<file path="src/rtl/core/lfd_pkg.sv">
// Light flicker detector package: shared widths, register indexes, handshake structs.
// No dependencies.
`default_nettype none
package lfd_pkg;
  localparam int unsigned SampleW = 10;
  localparam int unsigned CountW = 9;
  localparam int unsigned PassW = 4;
  localparam int unsigned SpanEdges = 11;
  localparam int unsigned CfgIdxW = 3;
  localparam int unsigned CfgDataW = 10;

  localparam logic [CfgIdxW-1:0] RegEdgeThreshold = 3'd0;
  localparam logic [CfgIdxW-1:0] RegMinEdges = 3'd1;
  localparam logic [CfgIdxW-1:0] RegMaxEdges = 3'd2;
  localparam logic [CfgIdxW-1:0] RegPassesNeeded = 3'd3;
  localparam logic [CfgIdxW-1:0] RegSpanLimit = 3'd4;

  typedef struct packed {
    logic [SampleW-1:0] light_sample;
  } in_item_t;

  typedef struct packed {
    logic              alarm;
    logic              window_full;
    logic [CountW-1:0] edge_count;
  } out_item_t;

  // Control from the top level into the cell chain.
  typedef struct packed {
    logic clear;   // restart the edge history for a new walk
    logic shift;   // a new edge enters the chain
  } chain_ctl_t;
endpackage
`default_nettype wire

</file>
<file path="src/rtl/core/lfd_if.sv">
// Valid/ready channel carrying one payload struct.
// Depends on nothing but the payload type passed as a type parameter.
`default_nettype none
interface lfd_if #(parameter type payload_t = logic) (input wire logic clk);
  logic     valid;
  logic     ready;
  payload_t data;
  modport source (output valid, output data, input ready);
  modport sink (input valid, input data, output ready);
endinterface
`default_nettype wire

</file>
<file path="src/rtl/core/light_flicker_detector.sv">
// Light flicker detector top level.
// Depends on lfd_pkg, lfd_if, lfd_ram and lfd_chain.
//
// Usage: one light_sample is transferred on the in_ channel; exactly one
// result (alarm, window_full, edge_count) is transferred on the out_ channel
// for every sample. Samples are stored in a WINDOW-entry RAM. Until the
// window is full, S_WRITE goes straight to S_OUT, which loads a result with
// all fields 0; the next sample is taken once S_OUT returns to idle.
// Once full, each sample starts a walk over the window, one entry per cycle
// through the registered RAM read port; edges enter a chain of eleven cells
// holding the newest edge positions. The result is loaded in S_OUT after
// S_WALK and S_EVAL; the next sample is taken once S_OUT returns to idle,
// so each sample waits for the whole walk over the single RAM read port.
// The result sits in an output register; while the receiver stalls, the
// block takes the next sample and starts its walk, but holds the next
// result until the register is freed.
// The user must write registers on the cfg_ port only while idle; the
// block does not enforce this. Writes to an index beyond 4 are ignored.
// Synchronous reset (rst_n low) restores the register defaults, empties
// the window and clears the pass counter.
`default_nettype none
module light_flicker_detector #(
  parameter int unsigned WINDOW = 300
) (
  input  wire logic                          clk,
  input  wire logic                          rst_n,
  lfd_if.sink                                in_ch,
  lfd_if.source                              out_ch,
  input  wire logic                          cfg_we,
  input  wire logic [lfd_pkg::CfgIdxW-1:0]   cfg_index,
  input  wire logic [lfd_pkg::CfgDataW-1:0]  cfg_data
);
  localparam int unsigned AW = $clog2(WINDOW);
  localparam int unsigned PW = $clog2(WINDOW + 1);
  localparam int unsigned CW = (PW > 9) ? PW : 9;
  localparam int unsigned SW = (AW + 1 > 9) ? AW + 1 : 9;
  localparam logic [AW-1:0] LastAddr = AW'(WINDOW - 1);
  localparam logic [PW-1:0] FullLvl = PW'(WINDOW);

  typedef enum logic [4:0] {
    S_IDLE  = 5'b00001,
    S_WRITE = 5'b00010,
    S_WALK  = 5'b00100,
    S_EVAL  = 5'b01000,
    S_OUT   = 5'b10000
  } state_t;

  state_t state_r, state_nxt;

  // Configuration registers
  logic [9:0] thr_r;
  logic [8:0] min_r, max_r, span_r;
  logic [3:0] need_r;
  always_ff @(posedge clk) begin
    if (!rst_n) begin
      thr_r <= 10'd40; min_r <= 9'd5; max_r <= 9'd70; need_r <= 4'd10; span_r <= 9'd120;
    end else if (cfg_we) begin
      case (cfg_index)
        lfd_pkg::RegEdgeThreshold: thr_r  <= cfg_data;
        lfd_pkg::RegMinEdges:      min_r  <= cfg_data[8:0];
        lfd_pkg::RegMaxEdges:      max_r  <= cfg_data[8:0];
        lfd_pkg::RegPassesNeeded:  need_r <= cfg_data[3:0];
        lfd_pkg::RegSpanLimit:     span_r <= cfg_data[8:0];
        default: ;
      endcase
    end
  end

  logic [AW-1:0] wpos_r, rpos_r;
  logic [PW-1:0] fill_r, k_r, edges_r;
  logic [3:0]    pass_r;
  logic [9:0]    prev_r, smp_r;
  logic          first_r, rd_vld_r, last_rd_r;
  lfd_pkg::out_item_t res_r;
  lfd_pkg::out_item_t res_r_q;
  logic          res_vld_r;
  logic [9:0]    rdata;
  logic          ram_we;

  assign in_ch.ready = (state_r == S_IDLE);
  assign ram_we      = (state_r == S_WRITE);

  lfd_ram #(.Width(10), .Depth(WINDOW)) u_ram (
    .clk(clk), .we(ram_we), .waddr(wpos_r), .wdata(smp_r),
    .raddr(rpos_r), .rdata(rdata));

  // Edge detection on each read-back sample
  logic [9:0] diff;
  logic       is_edge;
  assign diff    = (rdata > prev_r) ? rdata - prev_r : prev_r - rdata;
  assign is_edge = rd_vld_r && !first_r && (diff > thr_r);

  lfd_pkg::chain_ctl_t ctl;
  logic [AW-1:0] pos_newest, pos_oldest;
  logic          span_ok;
  assign ctl.clear = (state_r == S_WRITE);
  assign ctl.shift = is_edge;

  lfd_chain #(.PosW(AW)) u_chain (
    .clk(clk), .ctl(ctl), .pos_new(AW'(k_r)),
    .pos_newest(pos_newest), .pos_oldest(pos_oldest), .span_ok(span_ok));

  logic [3:0] pass_inc;
  logic       pass_hit;
  assign pass_hit = (CW'(edges_r) >= CW'(min_r)) && (CW'(edges_r) <= CW'(max_r));
  assign pass_inc = (pass_hit && pass_r != 4'd15) ? pass_r + 4'd1 : pass_r;

  always_comb begin
    state_nxt = state_r;
    case (state_r)
      S_IDLE:  if (in_ch.valid) state_nxt = S_WRITE;
      S_WRITE: state_nxt = (fill_r == FullLvl || fill_r == FullLvl - PW'(1)) ? S_WALK : S_OUT;
      S_WALK:  if (last_rd_r && rd_vld_r) state_nxt = S_EVAL;
      S_EVAL:  state_nxt = S_OUT;
      S_OUT:   if (!res_vld_r || out_ch.ready) state_nxt = S_IDLE;
      default: state_nxt = S_IDLE;
    endcase
  end

  always_ff @(posedge clk) begin
    if (!rst_n) begin
      state_r <= S_IDLE; wpos_r <= '0; fill_r <= '0; pass_r <= '0;
      res_vld_r <= 1'b0; rd_vld_r <= 1'b0;
    end else begin
      state_r <= state_nxt;
      // Raise valid when a new result is loaded, drop it once transferred
      if (state_r == S_OUT && (!res_vld_r || out_ch.ready)) begin
        res_vld_r <= 1'b1;
      end else if (out_ch.ready) begin
        res_vld_r <= 1'b0;
      end
      case (state_r)
        S_IDLE: begin
          smp_r <= in_ch.data.light_sample;
        end
        S_WRITE: begin
          wpos_r <= (wpos_r == LastAddr) ? '0 : wpos_r + AW'(1);
          if (fill_r != FullLvl) fill_r <= fill_r + PW'(1);
          // Oldest sample sits at the slot after this write
          rpos_r <= (wpos_r == LastAddr) ? '0 : wpos_r + AW'(1);
          k_r <= '0; edges_r <= '0; first_r <= 1'b1;
          rd_vld_r <= 1'b0; last_rd_r <= 1'b0;
          res_r <= '0;
        end
        S_WALK: begin
          // Advance read address; read data is registered in the RAM
          rd_vld_r  <= !(last_rd_r && rd_vld_r);
          rpos_r    <= (rpos_r == LastAddr) ? '0 : rpos_r + AW'(1);
          if (rd_vld_r) begin
            prev_r  <= rdata;
            first_r <= 1'b0;
            if (is_edge) edges_r <= edges_r + PW'(1);
            if (k_r == PW'(WINDOW - 2)) last_rd_r <= 1'b1;
            if (!last_rd_r) k_r <= k_r + PW'(1);
          end
        end
        S_EVAL: begin
          rd_vld_r <= 1'b0;
          res_r.window_full <= 1'b1;
          res_r.edge_count  <= (CW'(edges_r) > CW'(511)) ? 9'd511 : 9'(edges_r);
          if (pass_inc >= need_r) begin
            res_r.alarm <= span_ok &&
              (SW'(pos_newest) - SW'(pos_oldest) <= SW'(span_r));
            pass_r <= '0;
          end else begin
            res_r.alarm <= 1'b0;
            pass_r <= pass_inc;
          end
        end
        default: ;
      endcase
    end
  end

  assign out_ch.valid = res_vld_r;
  assign out_ch.data  = res_r_q;

  // Hold the transferred result separately so a new walk cannot disturb it
  always_ff @(posedge clk) begin
    if (state_r == S_OUT && (!res_vld_r || out_ch.ready)) res_r_q <= res_r;
  end
endmodule
`default_nettype wire

</file>
<file path="src/rtl/core/lfd_ram.sv">
// Generic single-port-write, single-port-read RAM with registered read.
// No dependencies.
`default_nettype none
module lfd_ram #(
  parameter int unsigned Width = 10,
  parameter int unsigned Depth = 300
) (
  input  wire logic                     clk,
  input  wire logic                     we,
  input  wire logic [$clog2(Depth)-1:0] waddr,
  input  wire logic [Width-1:0]         wdata,
  input  wire logic [$clog2(Depth)-1:0] raddr,
  output logic [Width-1:0]              rdata
);
  logic [Width-1:0] mem [Depth];

  // Write and read the array, read data registered
  always_ff @(posedge clk) begin
    if (we) begin
      mem[waddr] <= wdata;
    end
    rdata <= mem[raddr];
  end
endmodule
`default_nettype wire

</file>
<file path="src/rtl/core/lfd_cell.sv">
// One cell of the edge-position chain: holds one recorded edge position and
// passes it to its neighbor when a new edge enters. Uses no package items.
`default_nettype none
module lfd_cell #(
  parameter int unsigned PosW = 9
) (
  input  wire logic            clk,
  input  wire logic            clear,
  input  wire logic            shift,
  input  wire logic [PosW-1:0] pos_in,
  input  wire logic            vld_in,
  output logic [PosW-1:0]      pos_r,
  output logic                 vld_r
);
  // Advance the held edge one place on shift, drop it on clear
  always_ff @(posedge clk) begin
    if (clear) begin
      vld_r <= 1'b0;
    end else if (shift) begin
      pos_r <= pos_in;
      vld_r <= vld_in;
    end
  end
endmodule
`default_nettype wire

</file>
<file path="src/rtl/core/lfd_chain.sv">
// Chain of SpanEdges edge cells keeping the positions of the newest edges.
// Depends on lfd_pkg and lfd_cell.
`default_nettype none
module lfd_chain #(
  parameter int unsigned PosW = 9
) (
  input  wire logic                clk,
  input  wire lfd_pkg::chain_ctl_t ctl,
  input  wire logic [PosW-1:0]     pos_new,
  output logic [PosW-1:0]          pos_newest,
  output logic [PosW-1:0]          pos_oldest,
  output logic                     span_ok
);
  localparam int unsigned N = lfd_pkg::SpanEdges;
  logic [PosW-1:0] pos [N];
  logic            vld [N];

  // Cell 0 takes the newest edge, cell N-1 holds the eleventh newest
  for (genvar i = 0; i < N; i++) begin : g_cell
    if (i == 0) begin : g_head
      lfd_cell #(.PosW(PosW)) u_cell (
        .clk(clk), .clear(ctl.clear), .shift(ctl.shift),
        .pos_in(pos_new), .vld_in(1'b1), .pos_r(pos[i]), .vld_r(vld[i]));
    end else begin : g_body
      lfd_cell #(.PosW(PosW)) u_cell (
        .clk(clk), .clear(ctl.clear), .shift(ctl.shift),
        .pos_in(pos[i-1]), .vld_in(vld[i-1]), .pos_r(pos[i]), .vld_r(vld[i]));
    end
  end

  assign pos_newest = pos[0];
  assign pos_oldest = pos[N-1];
  assign span_ok    = vld[N-1];
endmodule
`default_nettype wire

</file>
<file path="src/flat_wrapper.sv">
// flat-port wrapper written by rule: the top's interface ports become plain ports
module light_flicker_detector_flat 
#(
  parameter int unsigned WINDOW = 300
)
  (clk, rst_n, cfg_we, cfg_index, cfg_data, in_ch_valid, in_ch_data, in_ch_ready, out_ch_valid, out_ch_data, out_ch_ready);
  lfd_if #(.payload_t(lfd_pkg::in_item_t)) in_ch_i (.clk(clk));
  lfd_if #(.payload_t(lfd_pkg::out_item_t)) out_ch_i (.clk(clk));
  input  wire logic clk;
  input  wire logic rst_n;
  input  wire logic cfg_we;
  input  wire logic [lfd_pkg::CfgIdxW-1:0] cfg_index;
  input  wire logic [lfd_pkg::CfgDataW-1:0] cfg_data;
  input wire logic [$bits(in_ch_i.valid)-1:0] in_ch_valid;
  input wire logic [$bits(in_ch_i.data)-1:0] in_ch_data;
  output wire logic [$bits(in_ch_i.ready)-1:0] in_ch_ready;
  output wire logic [$bits(out_ch_i.valid)-1:0] out_ch_valid;
  output wire logic [$bits(out_ch_i.data)-1:0] out_ch_data;
  input wire logic [$bits(out_ch_i.ready)-1:0] out_ch_ready;
  assign in_ch_i.valid = in_ch_valid;
  assign in_ch_i.data = in_ch_data;
  assign in_ch_ready = in_ch_i.ready;
  assign out_ch_valid = out_ch_i.valid;
  assign out_ch_data = out_ch_i.data;
  assign out_ch_i.ready = out_ch_ready;
  light_flicker_detector #(.WINDOW(WINDOW)) u_core (.clk(clk), .rst_n(rst_n), .in_ch(in_ch_i), .out_ch(out_ch_i), .cfg_we(cfg_we), .cfg_index(cfg_index), .cfg_data(cfg_data));
endmodule
</file>
<file path="config.mk">
export PLATFORM = sky130hd
export DESIGN_NAME = light_flicker_detector_flat
export DESIGN_NICKNAME = d
export VERILOG_FILES = /design/src/rtl/core/lfd_pkg.sv /design/src/rtl/core/lfd_if.sv /design/src/rtl/core/light_flicker_detector.sv /design/src/rtl/core/lfd_ram.sv /design/src/rtl/core/lfd_cell.sv /design/src/rtl/core/lfd_chain.sv /design/src/flat_wrapper.sv
export SDC_FILE = /design/constraint.sdc
export NUM_CORES = 2
export LEC_CHECK = 0
export BUFFER_PORTS_ARGS = -buffer_cell sky130_fd_sc_hd__buf_2
export CORE_MARGIN = 2
export CORE_UTILIZATION = 38
export DETAILED_ROUTE_END_ITERATION = 10
export PLACE_DENSITY = 0.52
export REMOVE_ABC_BUFFERS = 1
export SLEW_MARGIN = 20
export SYNTH_ARGS = -nofsm -noshare
export SYNTH_HDL_FRONTEND = slang
export SYNTH_SLANG_ARGS = --single-unit
</file>
<file path="constraint.sdc">
create_clock -name clk -period 14.8 [get_ports clk]
set_clock_uncertainty 0.05 [all_clocks]
set_input_delay 1.48 -clock clk [delete_from_list [all_inputs] [get_ports clk]]
set_output_delay 1.48 -clock clk [all_outputs]
set_load 0.02 [all_outputs]
</file>
==> impl_metrics.ini <==
[detailed_routing]
dr.pass1.iters = 6
drt-total-wl_um = 365000
wl_per_cell_um = 32.0
vias = 65001
drc = 0
ant_nets = 0
vias_per_cell = 5.71
dr.first_iter.drc_count = 7200

[placement]
finalWeightedCongestion = 0.853
post_dp_cell_area_um2 = 134000
pre_cts_ws_ps = 8400
io_buffers = 40
dp_hpwl_um = 216000

[sta]
slew_viol_final = 0
rsz0062_at_grt = false
fmax_ghz = 0.155
timing.slew.headroom_pct = 16.1
tightest_slew_ps = 1250
setup_viol = 0
finalCriticalPeriod_ps = 6460
setup_ws_ps = 8340
fin_setup_tns_ps = 0
period_share_pct = 43.6
hold_viol_final = 0

[grt]
grt_max_degree = 214
antenna_found_initial = 20
grt_overflow = 0
grt_pass1_wl_um = 511000
grt_usage_pct = 21.1
grt_pass1_vias = 65344

[synth]
ys_top_cells_by_count = 3170 x edfxtp_1, 635 x mux4_2, 406 x nor2_1
netlist.area_leader.share_pct = 74.4
synth_edf_count = 3170
netlist_area_um2 = 128000
netlist_instances = 6462
yosys_warnings = 0
yosysTopAreaCell = edfxtp_1
synthArstFlopShare_pct = 0
yosysSeqAreaShare_pct = 75.8
postSynthAreaPerCell_um2 = 19.8
ys.flop_type = edfxtp_1
yosysUniqueCellTypes = 77
synth-seq-cells = 3261
synth_most_common_cell = edfxtp_1
synth.area.top_cells = edfxtp_1 74%, mux4_2 11%, mux2i_1 2.8%, dfxtp_1 1.4%, nor2_1 1.2%

[die]
start_util_pct = 38.1
die_area_um2 = 341000
fp-row-count = 213
die_w_um = 584
pin_count = 41
fp.dieH_um = 584
core_um2 = 336000

[critical_path]
crit_slowest_cell = buf_4
worstPathArrival_ps = 6950
cpPeakStageDelay_ps = 620
end_kind = flop
critPathMaxFanout = 52
start_kind = flop
path_cells = inv_1 -> ha_1 -> inv_1 -> fa_1 -> a21o_1 -> a21oi_1 -> o221ai_1 -> a41o_1 -> or3_1 -> a31o_2 -> a21oi_2 -> xnor2_1 -> ha_1 -> nand4_1 -> nor3_1 -> or4b_2 -> a211o_1 -> nor2_4 -> buf_4 -> buf_4
critPathKind = reg2reg
crit_required_ps = 15300

[clock_network]
htree_num_levels = 5
cts_num_sinks = 3261
root_buffer = clkbuf_16
clock_path_buffers = 4
clk_latency_ps = 950
path_clk_slew_ps = 60
ctsResizeCount = 0
postCtsSetupBuffers = 0
tritoncts = done
hold_buffers = 0
numCtsBuffers = 346

[final_layout]
final_area_um2 = 144000
nFillCells = 29092
utilization_pct = 43.0
multi_input_area_um2 = 28900
area.sequential_um2 = 97000
drive_gt1_share_pct = 22.3
area_delta_synth_final_pct = 13.0
nNetsFinal = 6796

[pwr]
irDropWorstVdd_mv = 0.0952
p_int_mw = 15.0
combinationalPowerShare_pct = 2.2
finalPower_mw = 18.9
switching_share_pct = 21.1
power_switching_mw = 3.99
leakagePower_nw = 45.7
p_seq_share_pct = 53.8
powerDensity_nw_per_um2 = 131
power_frac_clock_pct = 43.9

[hold_path]
hold_path_class = reg2reg

[status]
status = complete, no violations

[job]
cap_violations = 0
## power groups by stage
stage / logic, mW / clock network [mW] / registers (mW)
after floorplan: 0.197 / 0 / 10.5
after CTS: 0.428 / 8.47 / 10.2
after global placement: 0.412 / 0 / 10.4
after global routing: 0.451 / 8.83 / 10.2
after detailed placement: 0.427 / 0 / 10.4
final: 0.423 / 8.33 / 10.2
## layer usage
layer | GRT usage [%] | part of all wire (%) | vias to the layer above
li1 | - | - | 26929
met1 | 29.6 | 42 | 35094
met2 | 33.9 | 47 | 2449
met3 | 3.24 | 6.9 | 523
met4 | 6.66 | 3.3 | 6
met5 | 0 | 0.010 | -
## worst paths after layout
path	startpoint	slack, ps	cells past startpoint	endpoint
hold / removal	u_core.u_chain.g_cell[1].g_body.u_cell.pos_r[3]	350	0	u_core.u_chain.g_cell[2].g_body.u_cell.pos_r[3]
setup reg to reg	u_core.u_ram.rdata[0]	8340	20	u_core.u_chain.g_cell[2].g_body.u_cell.pos_r[5]
hold reg to reg	u_core.u_chain.g_cell[1].g_body.u_cell.pos_r[3]	350	0	u_core.u_chain.g_cell[2].g_body.u_cell.pos_r[3]
setup / recovery	u_core.u_ram.rdata[0]	8340	20	u_core.u_chain.g_cell[2].g_body.u_cell.pos_r[5]
## worst max-delay path, delay by kind of cell (launching register included)
| family | cells | cell delay (ps) |
|---|---|---|
| AO/OA/AOI/OAI | 7 | 2010 |
| XOR/XNOR | 1 | 180 |
| adder cells (fa/ha/maj) | 3 | 860 |
| buffers and inverters | 4 | 1260 |
| flip-flops | 1 | 320 |
| AND/OR/NAND/NOR | 5 | 1300 |
## layout make-up
class	instances	share of cell area, %
sequential	3261	67.1
multi-input combinational	2745	20.0
clock buffer	437	6.28
tap	4407	3.82
timing repair buffer	236	1.33
clock inverter	186	1.14
inverter	94	0.250
antenna	12	0.0208
## state kept, by name (all words and copies together), names as in the netlist, 10 cells and up
| signal | count |
|---|---|
| u_core.smp_r | 10 |
| u_core.res_r | 11 |
| u_core.u_chain.g_cell.g_body.u_cell.vld_r | 10 |
| u_core.u_ram.mem | 3000 |
| u_core.u_ram.rdata | 10 |
| u_core.prev_r | 10 |
| u_core.thr_r | 10 |
| u_core.u_chain.g_cell.g_body.u_cell.pos_r | 90 |
| u_core.out_ch.data | 11 |
## logic make-up after synthesis
group,share of synthesized area [%]
AOI/OAI and AO/OA,3.78
xor gates and xnor gates,0.329
adders and majority gates,0.839
buffers and inverters,1.94
DFF,75.8
muxes,14.1
and+or+nand+nor,3.12
## through the flow
stage	hold slack, ps	std cells
after global placement	351	10737
after floorplan	350	6100
after CTS	347	11364
after detailed placement	355	10741
final	346	11378
after global routing	365	11371
## placed cells by master, fill, tap and decap left out, drive strengths merged, types with 29 or more instances in the layout
cell    synthesis  layout
edfxtp       3170    3170
mux4          635     635
clkbuf        161     437
nor2          406     406
mux2i         360     360
buf           201     235
nand2         231     231
clkinv          2     147
a21oi         117     117
inv            92     105
dfxtp          91      91
o21ai          91      91
nand3          89      89
a22oi          83      83
ha             81      81
o22ai          66      66
o221ai         54      54
a221oi         49      49
nor3           39      39
a21boi         37      37
xnor2          35      35
nor2b          29      29
(Power assumes the default switching activity.)
